## config.mk

```make
export PLATFORM = sky130hd
export DESIGN_NAME = multi_timer_table_unit
export DESIGN_NICKNAME = d
export VERILOG_FILES = /design/src/design/mtt_pkg.sv /design/src/design/mtt_cell.sv /design/src/design/mtt_head.sv /design/src/design/multi_timer_table_unit.sv
export SDC_FILE = /design/constraint.sdc
export NUM_CORES = 1
export LEC_CHECK = 0
export BUFFER_PORTS_ARGS = -buffer_cell sky130_fd_sc_hd__buf_2
export CORE_MARGIN = 4
export CORE_UTILIZATION = 41
export CTS_BUF_LIST = sky130_fd_sc_hd__clkbuf_2 sky130_fd_sc_hd__clkbuf_4 sky130_fd_sc_hd__clkbuf_8
export DETAILED_ROUTE_END_ITERATION = 12
export SYNTH_ARGS = -nofsm -noshare
export SYNTH_HDL_FRONTEND = slang
export SYNTH_SLANG_ARGS = --single-unit
```

## constraint.sdc

```tcl
create_clock -name clock -period 23 [get_ports clock]
set_input_delay 1.15 -clock clock [delete_from_list [all_inputs] [get_ports clock]]
set_output_delay 1.15 -clock clock [all_outputs]
set_load 0.005 [all_outputs]
```

## src/design/mtt_pkg.sv

```systemverilog
package mtt_pkg;

   localparam int unsigned NUM_TIMERS = 16;
   localparam int unsigned CNT_W      = $clog2(NUM_TIMERS + 1);
   localparam int unsigned STEP_W     = 10;

   localparam logic [STEP_W-1:0] TICK_STEP_RESET = STEP_W'(10);

   localparam logic [1:0] OP_TICK   = 2'd0;
   localparam logic [1:0] OP_START  = 2'd1;
   localparam logic [1:0] OP_CANCEL = 2'd2;

   localparam logic [1:0] KIND_STARTED = 2'd0;
   localparam logic [1:0] KIND_FULL    = 2'd1;
   localparam logic [1:0] KIND_EXPIRED = 2'd2;

   typedef struct packed {
      logic [1:0]  op;
      logic [31:0] owner;
      logic [31:0] duration_ms;
      logic [31:0] timer_id;
   } req_word_type;

   typedef struct packed {
      logic [1:0]  kind;
      logic [31:0] result_id;
      logic [31:0] result_owner;
      logic        last;
   } rsp_word_type;

   typedef struct packed {
      logic        free;
      logic [31:0] id;
      logic [31:0] owner;
      logic [31:0] remaining;
   } slot_type;

   typedef struct packed {
      logic expire;
      logic place;
   } head_status_type;

endpackage

```

## src/design/mtt_cell.sv

```systemverilog
module mtt_cell
   import mtt_pkg::*;
(
   input  logic     clock,
   input  logic     reset,
   input  logic     shift_en,
   input  slot_type slot_in,
   output slot_type slot_out
);

   logic        free_ff;
   logic [31:0] id_ff;
   logic [31:0] owner_ff;
   logic [31:0] remaining_ff;

   always_ff @(posedge clock) begin
      if (reset) begin
         free_ff <= 1'b1;
      end else if (shift_en) begin
         free_ff <= slot_in.free;
      end
   end

   // contents only matter while the slot is active
   always_ff @(posedge clock) begin
      if (shift_en) begin
         id_ff        <= slot_in.id;
         owner_ff     <= slot_in.owner;
         remaining_ff <= slot_in.remaining;
      end
   end

   assign slot_out = '{free: free_ff, id: id_ff, owner: owner_ff, remaining: remaining_ff};

endmodule

```

## src/design/mtt_head.sv

```systemverilog
module mtt_head
   import mtt_pkg::*;
(
   input  slot_type          slot_in,
   input  req_word_type      req,
   input  logic [STEP_W-1:0] tick_step,
   input  logic              placed,
   input  logic [31:0]       new_id,
   output slot_type          slot_out,
   output head_status_type   status
);

   logic [31:0] step_ext;
   logic        active;

   assign step_ext = {{(32 - STEP_W){1'b0}}, tick_step};
   assign active   = !slot_in.free;

   always_comb begin
      slot_out = slot_in;
      status   = '{expire: 1'b0, place: 1'b0};
      case (req.op)
         OP_TICK: begin
            if (active) begin
               if (slot_in.remaining <= step_ext) begin
                  slot_out.free = 1'b1;
                  status.expire = 1'b1;
               end else begin
                  slot_out.remaining = slot_in.remaining - step_ext;
               end
            end
         end
         OP_START: begin
            // first free slot in walk order takes the new timer
            if (slot_in.free && !placed) begin
               slot_out.free      = 1'b0;
               slot_out.id        = new_id;
               slot_out.owner     = req.owner;
               slot_out.remaining = req.duration_ms;
               status.place       = 1'b1;
            end
         end
         OP_CANCEL: begin
            if (active && slot_in.owner == req.owner &&
                (req.timer_id == 32'd0 || slot_in.id == req.timer_id)) begin
               slot_out.free = 1'b1;
            end
         end
         default: begin
         end
      endcase
   end

endmodule

```

## src/design/multi_timer_table_unit.sv

```systemverilog
// channel | ports                          | word
// --------+--------------------------------+----------------------------------
// request | req_valid, req_stall, req_word | op, owner, duration_ms, timer_id
// response| rsp_valid, rsp_stall, rsp_word | kind, result_id, result_owner, last
// config  | csr_we, csr_wdata              | tick_step_ms, 10 bits
//
// one word at a time: the slot ring rotates once past the head cell, then
// the final response is handed off, then the next request is accepted
// a stalled response freezes the ring when a second expiry needs the
// output register; synchronous reset frees every slot and zeroes the id counter
module multi_timer_table_unit
   import mtt_pkg::*;
(
   input  logic              clock,
   input  logic              reset,
   input  logic              req_valid,
   output logic              req_stall,
   input  req_word_type      req_word,
   output logic              rsp_valid,
   input  logic              rsp_stall,
   output rsp_word_type      rsp_word,
   input  logic              csr_we,
   input  logic [STEP_W-1:0] csr_wdata
);

   typedef enum logic [2:0] {
      ST_IDLE = 3'b001,
      ST_WALK = 3'b010,
      ST_DONE = 3'b100
   } state_type;

   state_type state_ff, state_in;

   // control registers
   logic [STEP_W-1:0] tick_step_ff;
   logic [31:0]       next_id_ff, next_id_in;
   logic [CNT_W-1:0]  walk_cnt_ff, walk_cnt_in;
   logic              placed_ff, placed_in;
   logic              pend_valid_ff, pend_valid_in;
   logic              rsp_valid_ff, rsp_valid_in;

   // payload registers
   req_word_type      req_ff, req_in;
   rsp_word_type      pend_ff, pend_in;
   rsp_word_type      rsp_word_ff, rsp_word_in;

   // slot ring
   slot_type          cell_q [NUM_TIMERS];
   slot_type          head_out;
   head_status_type   head_status;
   logic              shift_en;
   logic [31:0]       new_id;
   logic              out_free;
   logic              req_take;

   assign req_stall = (state_ff != ST_IDLE);
   assign req_take  = req_valid && !req_stall;
   assign out_free  = !rsp_valid_ff || !rsp_stall;
   assign rsp_valid = rsp_valid_ff;
   assign rsp_word  = rsp_word_ff;

   // id counter skips zero on wrap
   assign new_id = (next_id_ff == 32'hFFFF_FFFF) ? 32'd1 : (next_id_ff + 32'd1);

   // cell i takes its neighbor's slot, the last cell takes the processed head
   for (genvar i = 0; i < NUM_TIMERS; i++) begin : g_cell
      slot_type cell_in;
      if (i == NUM_TIMERS - 1) begin : g_tail
         assign cell_in = head_out;
      end else begin : g_mid
         assign cell_in = cell_q[i+1];
      end
      mtt_cell u_cell (
         .clock    (clock),
         .reset    (reset),
         .shift_en (shift_en),
         .slot_in  (cell_in),
         .slot_out (cell_q[i])
      );
   end

   mtt_head u_head (
      .slot_in   (cell_q[0]),
      .req       (req_ff),
      .tick_step (tick_step_ff),
      .placed    (placed_ff),
      .new_id    (new_id),
      .slot_out  (head_out),
      .status    (head_status)
   );

   always_comb begin
      state_in      = state_ff;
      next_id_in    = next_id_ff;
      walk_cnt_in   = walk_cnt_ff;
      placed_in     = placed_ff;
      pend_valid_in = pend_valid_ff;
      pend_in       = pend_ff;
      req_in        = req_ff;
      rsp_word_in   = rsp_word_ff;
      rsp_valid_in  = rsp_valid_ff && rsp_stall;
      shift_en      = 1'b0;

      unique case (state_ff)
         ST_IDLE: begin
            if (req_take) begin
               req_in      = req_word;
               walk_cnt_in = '0;
               placed_in   = 1'b0;
               // a start holds a table-full answer until a slot is found
               if (req_word.op == OP_START) begin
                  pend_valid_in = 1'b1;
                  pend_in       = '{kind: KIND_FULL, result_id: 32'd0,
                                    result_owner: req_word.owner, last: 1'b0};
               end else begin
                  pend_valid_in = 1'b0;
               end
               state_in = ST_WALK;
            end
         end
         ST_WALK: begin
            // a second expiry needs the held word moved out first
            if (!(head_status.expire && pend_valid_ff && !out_free)) begin
               shift_en    = 1'b1;
               walk_cnt_in = walk_cnt_ff + CNT_W'(1);
               if (head_status.expire) begin
                  if (pend_valid_ff) begin
                     rsp_word_in  = pend_ff;
                     rsp_valid_in = 1'b1;
                  end
                  pend_valid_in = 1'b1;
                  pend_in       = '{kind: KIND_EXPIRED, result_id: cell_q[0].id,
                                    result_owner: cell_q[0].owner, last: 1'b0};
               end
               if (head_status.place) begin
                  placed_in  = 1'b1;
                  next_id_in = new_id;
                  pend_in    = '{kind: KIND_STARTED, result_id: new_id,
                                 result_owner: req_ff.owner, last: 1'b0};
               end
               if (walk_cnt_ff == CNT_W'(NUM_TIMERS - 1)) begin
                  state_in = ST_DONE;
               end
            end
         end
         ST_DONE: begin
            // final word of the request goes out flagged last
            if (!pend_valid_ff) begin
               state_in = ST_IDLE;
            end else if (out_free) begin
               rsp_word_in      = pend_ff;
               rsp_word_in.last = 1'b1;
               rsp_valid_in     = 1'b1;
               pend_valid_in    = 1'b0;
               state_in         = ST_IDLE;
            end
         end
         default: begin
            state_in = ST_IDLE;
         end
      endcase
   end

   always_ff @(posedge clock) begin
      if (reset) begin
         state_ff      <= ST_IDLE;
         tick_step_ff  <= TICK_STEP_RESET;
         next_id_ff    <= 32'd0;
         walk_cnt_ff   <= '0;
         placed_ff     <= 1'b0;
         pend_valid_ff <= 1'b0;
         rsp_valid_ff  <= 1'b0;
      end else begin
         state_ff      <= state_in;
         next_id_ff    <= next_id_in;
         walk_cnt_ff   <= walk_cnt_in;
         placed_ff     <= placed_in;
         pend_valid_ff <= pend_valid_in;
         rsp_valid_ff  <= rsp_valid_in;
         if (csr_we) begin
            tick_step_ff <= csr_wdata;
         end
      end
   end

   always_ff @(posedge clock) begin
      req_ff      <= req_in;
      pend_ff     <= pend_in;
      rsp_word_ff <= rsp_word_in;
   end

endmodule
```

; ---- Yosys cells after proc, flatten, opt, wreduce, memory -nomap -nowiden
; Cells that the tools add are included.
[totals]
mem_bits_ro = 0
out_inout_bits = 69
ramBits = 0
word_cells = 192
n_memories = 0
latchBits = 0
regBits = 1837
[classes]
n_shift = 0
n_eq_ne = 22
reduce_logical = 28
magnitude_cmp = 1
n_addsub = 3
n_div = 0
bitwise = 1
mux = 54
mul = 0
[ops]
columns = op, count
row1 = 2-to-1 mux 67 bit, 10
row2 = case mux 67 bit (2 select lines), 2
row3 = 2-to-1 mux 97 bit, 1
row4 = 2-to-1 mux 32 bit, 3
row5 = equality test 32 bit, 2
row6 = 2-to-1 mux 64 bit, 1
row7 = case mux 32 bit (2 select lines), 1
row8 = "adder 32 x 1 -> 32 bit, second input constant", 1
row9 = "equality test 32 bit, second input constant", 1
row10 = <= comparator 32 x 10 -> 1 bit, 1
row11 = zero test 32 bit, 1
row12 = subtractor 32 x 10 -> 32 bit, 1
row13 = 2-to-1 mux 1 bit, 23
row14 = "inequality test 2 bit, second input constant", 9
row15 = 2-to-1 mux 3 bit, 5
row16 = AND reduction 4 bit, 3
row17 = 2-to-1 mux 5 bit, 2
row18 = case mux 5 bit (2 select lines), 1
row19 = case mux 3 bit (3 select lines), 1
row20 = logical AND 1 bit, 7
row21 = zero test 1 bit, 6
row22 = "inequality test 3 bit, second input constant", 2
row23 = case mux 1 bit (3 select lines), 2
row24 = AND reduction 3 bit, 2
row25 = other kinds (17), 21

; ---- Depth between registers and ports, before layout
[depth]
word_depth = 8
depth_mapped = 13
mapped_depth_nobuf = 12

; ---- Hierarchy
; A second synthesis with hierarchy kept.
[hier_totals]
cells_unflattened = 2888
hier_area_um2 = 61355.1
[by_module_without_submodules]
columns = mod, instances, cells_each, seq_area_each_um2, area_per_inst_um2
row1 = mtt_cell, 16, 100, 2902.8, 2925.3
row2 = multi_timer_table_unit, 1, 786, 7997.7, 10949.3
row3 = mtt_head, 1, 502, 0.0, 3601.0

; ---- Worst setup path after synthesis
; OpenSTA, ideal clock, no wires.
[synth_path]
kind = reg-to-reg
from = register g_cell[0].u_cell.remaining_ff[5]
to = register g_cell[0].u_cell.id_ff[0], enable pin
setup_time_ps = 1248
required_ps = 21752
t_arrival_ps = 19353
n_path_buf = 1
path_stages_with_launch = 9
slack_ps = 2399
cell_sequence = edfxtp_1 -> ha_1 -> nand3_2 -> nor3_2 -> nor3_1 -> o2111ai_4 -> o21ai_4 -> inv_2 -> buf_2
[synth_between]
elab_chain_len = 8
[synth_rtl]
columns = element, line
row1 = "start, declared", mtt_cell.sv:14  ; logic [31:0] remaining_ff;
row2 = "start signal, assigned", mtt_cell.sv:29  ; remaining_ff <= slot_in.remaining;
row3 = <= comparator 32 x 10 -> 1 bit, mtt_head.sv:25  ; if (slot_in.remaining <= step_ext) begin
row4 = 2-to-1 mux 1 bit, mtt_head.sv:25
row5 = 2-to-1 mux 1 bit, mtt_head.sv:24  ; if (active) begin
row6 = 2-to-1 mux 1 bit, mtt_head.sv:22  ; case (req.op)
row7 = logical AND 1 bit (2 in a row), multi_timer_table_unit.sv:123  ; if (!(head_status.expire && pend_valid_ff && !out_free)) begin
row8 = 2-to-1 mux 1 bit, multi_timer_table_unit.sv:123
row9 = 2-to-1 mux 1 bit, multi_timer_table_unit.sv:104  ; unique case (state_ff)
row10 = via g_cell[0].u_cell.shift_en, mtt_cell.sv:6  ; input logic shift_en,
row11 = "end signal, assigned", mtt_cell.sv:27  ; id_ff <= slot_in.id;
row12 = "end, declared", mtt_cell.sv:12  ; logic [31:0] id_ff;
; The timed path passes the listed nets, and every way through them passes these cells.
; A chain may end at the register's enable or synchronous reset.

; ---- Final worst setup path
[layout_path]
from = register g_cell[0].u_cell.remaining_ff[5]
to = register g_cell[11].u_cell.owner_ff[0], enable pin
[layout_between]
elab_chain_len = 8
[layout_rtl]
columns = element, line
row1 = <= comparator 32 x 10 -> 1 bit, mtt_head.sv:25
row2 = 2-to-1 mux 1 bit, mtt_head.sv:25
row3 = 2-to-1 mux 1 bit, mtt_head.sv:24
row4 = 2-to-1 mux 1 bit, mtt_head.sv:22
row5 = logical AND 1 bit (2 in a row), multi_timer_table_unit.sv:123
row6 = 2-to-1 mux 1 bit, multi_timer_table_unit.sv:123
row7 = 2-to-1 mux 1 bit, multi_timer_table_unit.sv:104
row8 = "end signal, assigned", mtt_cell.sv:28  ; owner_ff <= slot_in.owner;
row9 = "end, declared", mtt_cell.sv:13  ; logic [31:0] owner_ff;
; No other way between the ends.

==> results.txt <==
status: completed
Seq/Total Area, Yosys: 89.9%
f_max: 143 MHz
average size of a mapped cell: 21.0 sq um
final setup vio count: 0
clk buf depth: 4
Root Driver: clkbuf_8
WL/cell: 19.7 microns
largest net degree at the start of global routing: 212
Combinational Power Share: 2.1%
worst reg2reg path endpoint: g_cell[11].u_cell.owner_ff[0]
FFs w/ async S/R, synth: 0%
fillcell total: 12.0k
Worst Tran Pin Value: 1.20 ns
Yosys reg bits: 1,836
CP Capture Type: register
vias in the first global route: 26.5k
cell internal pwr: 5.19 mW
Crit Path Category: reg2reg
fin crit share: 30.4%
Primary FF master, synth: edfxtp_1
first-pass GRT wire length: 161 mm
CTS tree: done
final slew viol count: 0
DP Wirelength: 61.8 mm
quantity of hold-fixing buffers added after cts: 0
CTS sink count: 1,836
IO Port Bufs: 181
PD cells: 94.0 nW/um^2
layout cell share with drive strength beyond 1: 19.6%
Worst Path Arrival: 7.56 ns
via count: 26.7k
row count: 140
Post-synth EDFFs: 1,767
Crit path required time: 23.58 ns
Slew headroom: 19.5%
DRT Pass-1 Iters: 5
Hold Vio Cnt, Final: 0
clock skew: 0.0604 ns
initial core utilization: 41.4%
First DRT Iteration DRCs: 2,465
Worst setup SP type: register
R2R Path Start: g_cell[0].u_cell.remaining_ff[5]
Die Y: 392 microns
nets@finish: 3,467
fin crit period: 6.98 ns
Final TNS setup: 0 ns
CP startpoint: g_cell[0].u_cell.remaining_ff[5]
Core Area: 146,000 sq um
Seq pwr share: 57.3%
GR Util All Layers: 13.9%
Fin Hold WS: 0.364 ns
GPL Wtd Cong: 0.860
wirelength, routed: 108 mm
area delta synth->final: 14.7%
RSZ-0062 raised after global routing: false
io pins: 182
Syn. warnings: 0
Leak: 22.5 nW
Setup crit end: g_cell[11].u_cell.owner_ff[0]
setup bufs post-CTS: 0
width of the die: 392 microns
Synth Cell Area: 60,500 sq um
ANT nets after route: 0
Post-Syn Nets: 3,013
Reg2Reg Depth: 11
Switching Fraction: 20.5%
Cells after Synth: 2,886
Clock Power Share: 40.6%
Clock transition at path regs: 0.06 ns
Worst-Skew Late Latency: 0.96 ns
r2r setup slk: 16.02 ns
vias per cell: 4.88
min-delay worst type: in2reg
Max Cap Viol: 0
post-CTS resize count: 0
H-tree depth: 5
CTS buffer count: 307
sw power: 1.34 mW
worst vdd ir: 0.0556 mV
post-synth cell types: 84
Remaining DRCs: 0
total congestion overflow: 0
Die ar.: 154,000 sq um
initial antenna violation count: 14
CP max FO: 185
-- per-layer routing --
layer	vias up	track usage, %	part of all wire (%)
met3	189	3.90	6.8
met4	4	5.28	2.5
met5	-	0	0.024
met1	13400	20.3	46
met2	804	19.8	44
li1	12200	-	-
-- per-stage QoR --
stage	cell area, sq um	power, mW	util (%)	cells	setup WS (ns)
final	69500	6.53	47.5	5467	16.02
after global routing	69500	6.82	47.5	5464	15.56
after CTS	69500	6.64	47.5	5462	16.00
after detailed placement	63900	3.95	43.7	4948	15.98
after global placement	63900	3.95	43.7	4948	16.16
after floorplan	60500	3.93	-	2886	2.40
-- flip-flops by register name (all words and copies together), names as in the netlist --
signal and flops:
g_cell.u_cell.remaining_ff 512, placed_ff 1, rsp_valid 1, walk_cnt_ff 5, req_ff 98, g_cell.u_cell.id_ff 512, g_cell.u_cell.free_ff 16, tick_step_ff 10
next_id_ff 32, state_ff 3, rsp_word 67, pend_ff 66, g_cell.u_cell.owner_ff 512, pend_valid_ff 1
-- worst min-delay path by stage --
| stage | from | to | slack (ns) | cells after the start |
|---|---|---|---|---|
| after detailed placement | g_cell[1].u_cell.id_ff[10] | g_cell[0].u_cell.id_ff[10] | 0.40 | 0 |
| after floorplan | g_cell[1].u_cell.id_ff[0] | g_cell[0].u_cell.id_ff[0] | 0.40 | 0 |
| after global routing | req_word[63] | req_ff[63] | 0.26 | 1 |
| after CTS | req_word[63] | req_ff[63] | 0.22 | 1 |
| after global placement | g_cell[6].u_cell.remaining_ff[15] | g_cell[5].u_cell.remaining_ff[15] | 0.40 | 0 |
| final | req_word[52] | req_ff[52] | 0.36 | 1 |
-- power groups by stage --
| stage | logic, mW | clock network, mW | registers (mW) |
|---|---|---|---|
| finish | 0.136 | 2.65 | 3.74 |
| floorplan | 0.0796 | 0 | 3.85 |
| global route | 0.149 | 2.93 | 3.75 |
| detailed placement | 0.137 | 0 | 3.81 |
| CTS | 0.138 | 2.76 | 3.74 |
| global placement | 0.136 | 0 | 3.81 |
-- critical path: stages, from the launching register on --
cell and delay (ns):
edfxtp_1 0.42, ha_1 0.41, a21oi_1 0.09, o21ai_0 0.40
nor3_1 0.20, o2111ai_4 0.39, o21ai_4 0.26, inv_8 0.70
buf_4 0.84, buf_12 0.71, buf_4 0.97, buf_4 0.88
-- synth_stat cells (4+ instances only) --
library cell,count,area (sq um)
a211oi_1,4,30.0
a21o_1,4,30.0
a21oi_1,41,205
a221o_1,7,70.1
a22o_1,5,43.8
a22oi_1,9,67.6
a31oi_1,43,269
and2_1,29,181
and3_1,9,56.3
buf_1,6,22.5
buf_2,10,50.1
clkbuf_1,44,165
dfxtp_1,69,1380
edfxtp_1,1767,53100
ha_1,13,163
inv_1,22,82.6
mux2i_1,13,130
nand2_1,235,882
nand2b_1,7,43.8
nand3_1,56,280
nand3b_1,5,37.5
nand4_1,23,144
nor2_1,108,405
nor2b_1,6,37.5
nor3_1,21,105
nor3b_1,5,37.5
nor4_1,22,138
o211ai_1,11,82.6
o21ai_0,63,315
o21ai_1,5,25.0
o22ai_1,6,37.5
o31ai_1,12,90.1
or3_1,16,100
or4_1,6,45.0
xnor2_1,70,613
xor2_1,42,368
-- cells by family (layout without fill, tap and decap cells) --
| kind of cell | Yosys count | count (layout) | share of synthesized area (%) |
|---|---|---|---|
| xor+xnor | 112 | 112 | 1.62 |
| compound gates | 248 | 248 | 2.72 |
| fa+ha+maj | 14 | 14 | 0.302 |
| buf+inv | 88 | 747 | 0.597 |
| other cells | 0 | 5 | 0 |
| flops | 1836 | 1836 | 89.9 |
| mux | 13 | 13 | 0.215 |
| simple gates | 575 | 575 | 4.62 |
-- layout by cell type (no fill, tap or decap), types with 16 or more instances in the layout --
cell         n
buf_4       24
xnor2_1     70
clkinv_2    32
nor4_1      21
and2_1      29
clkinv_1    62
edfxtp_1  1767
or3_1       16
nor2_1     107
buf_2      181
a31oi_1     43
xor2_1      42
clkbuf_4    92
nand3_1     56
o21ai_0     63
clkbuf_8   318
inv_1       21
nand4_1     23
dfxtp_1     69
nor3_1      21
nand2_1    234
a21oi_1     41
-- layout make-up --
class | count | area, sq um | share of cell area (%)
diodes | 5 | 12.5 | 0.0180
clock buffers | 410 | 5070 | 7.29
clock inverters | 104 | 519 | 0.747
inverters | 24 | 100 | 0.144
multi-input cells | 962 | 5760 | 8.30
flip-flops and latches | 1836 | 54400 | 78.4
well taps | 1917 | 2400 | 3.45
repair buffers | 209 | 1170 | 1.68
Power figures use the tool's default switching activity.
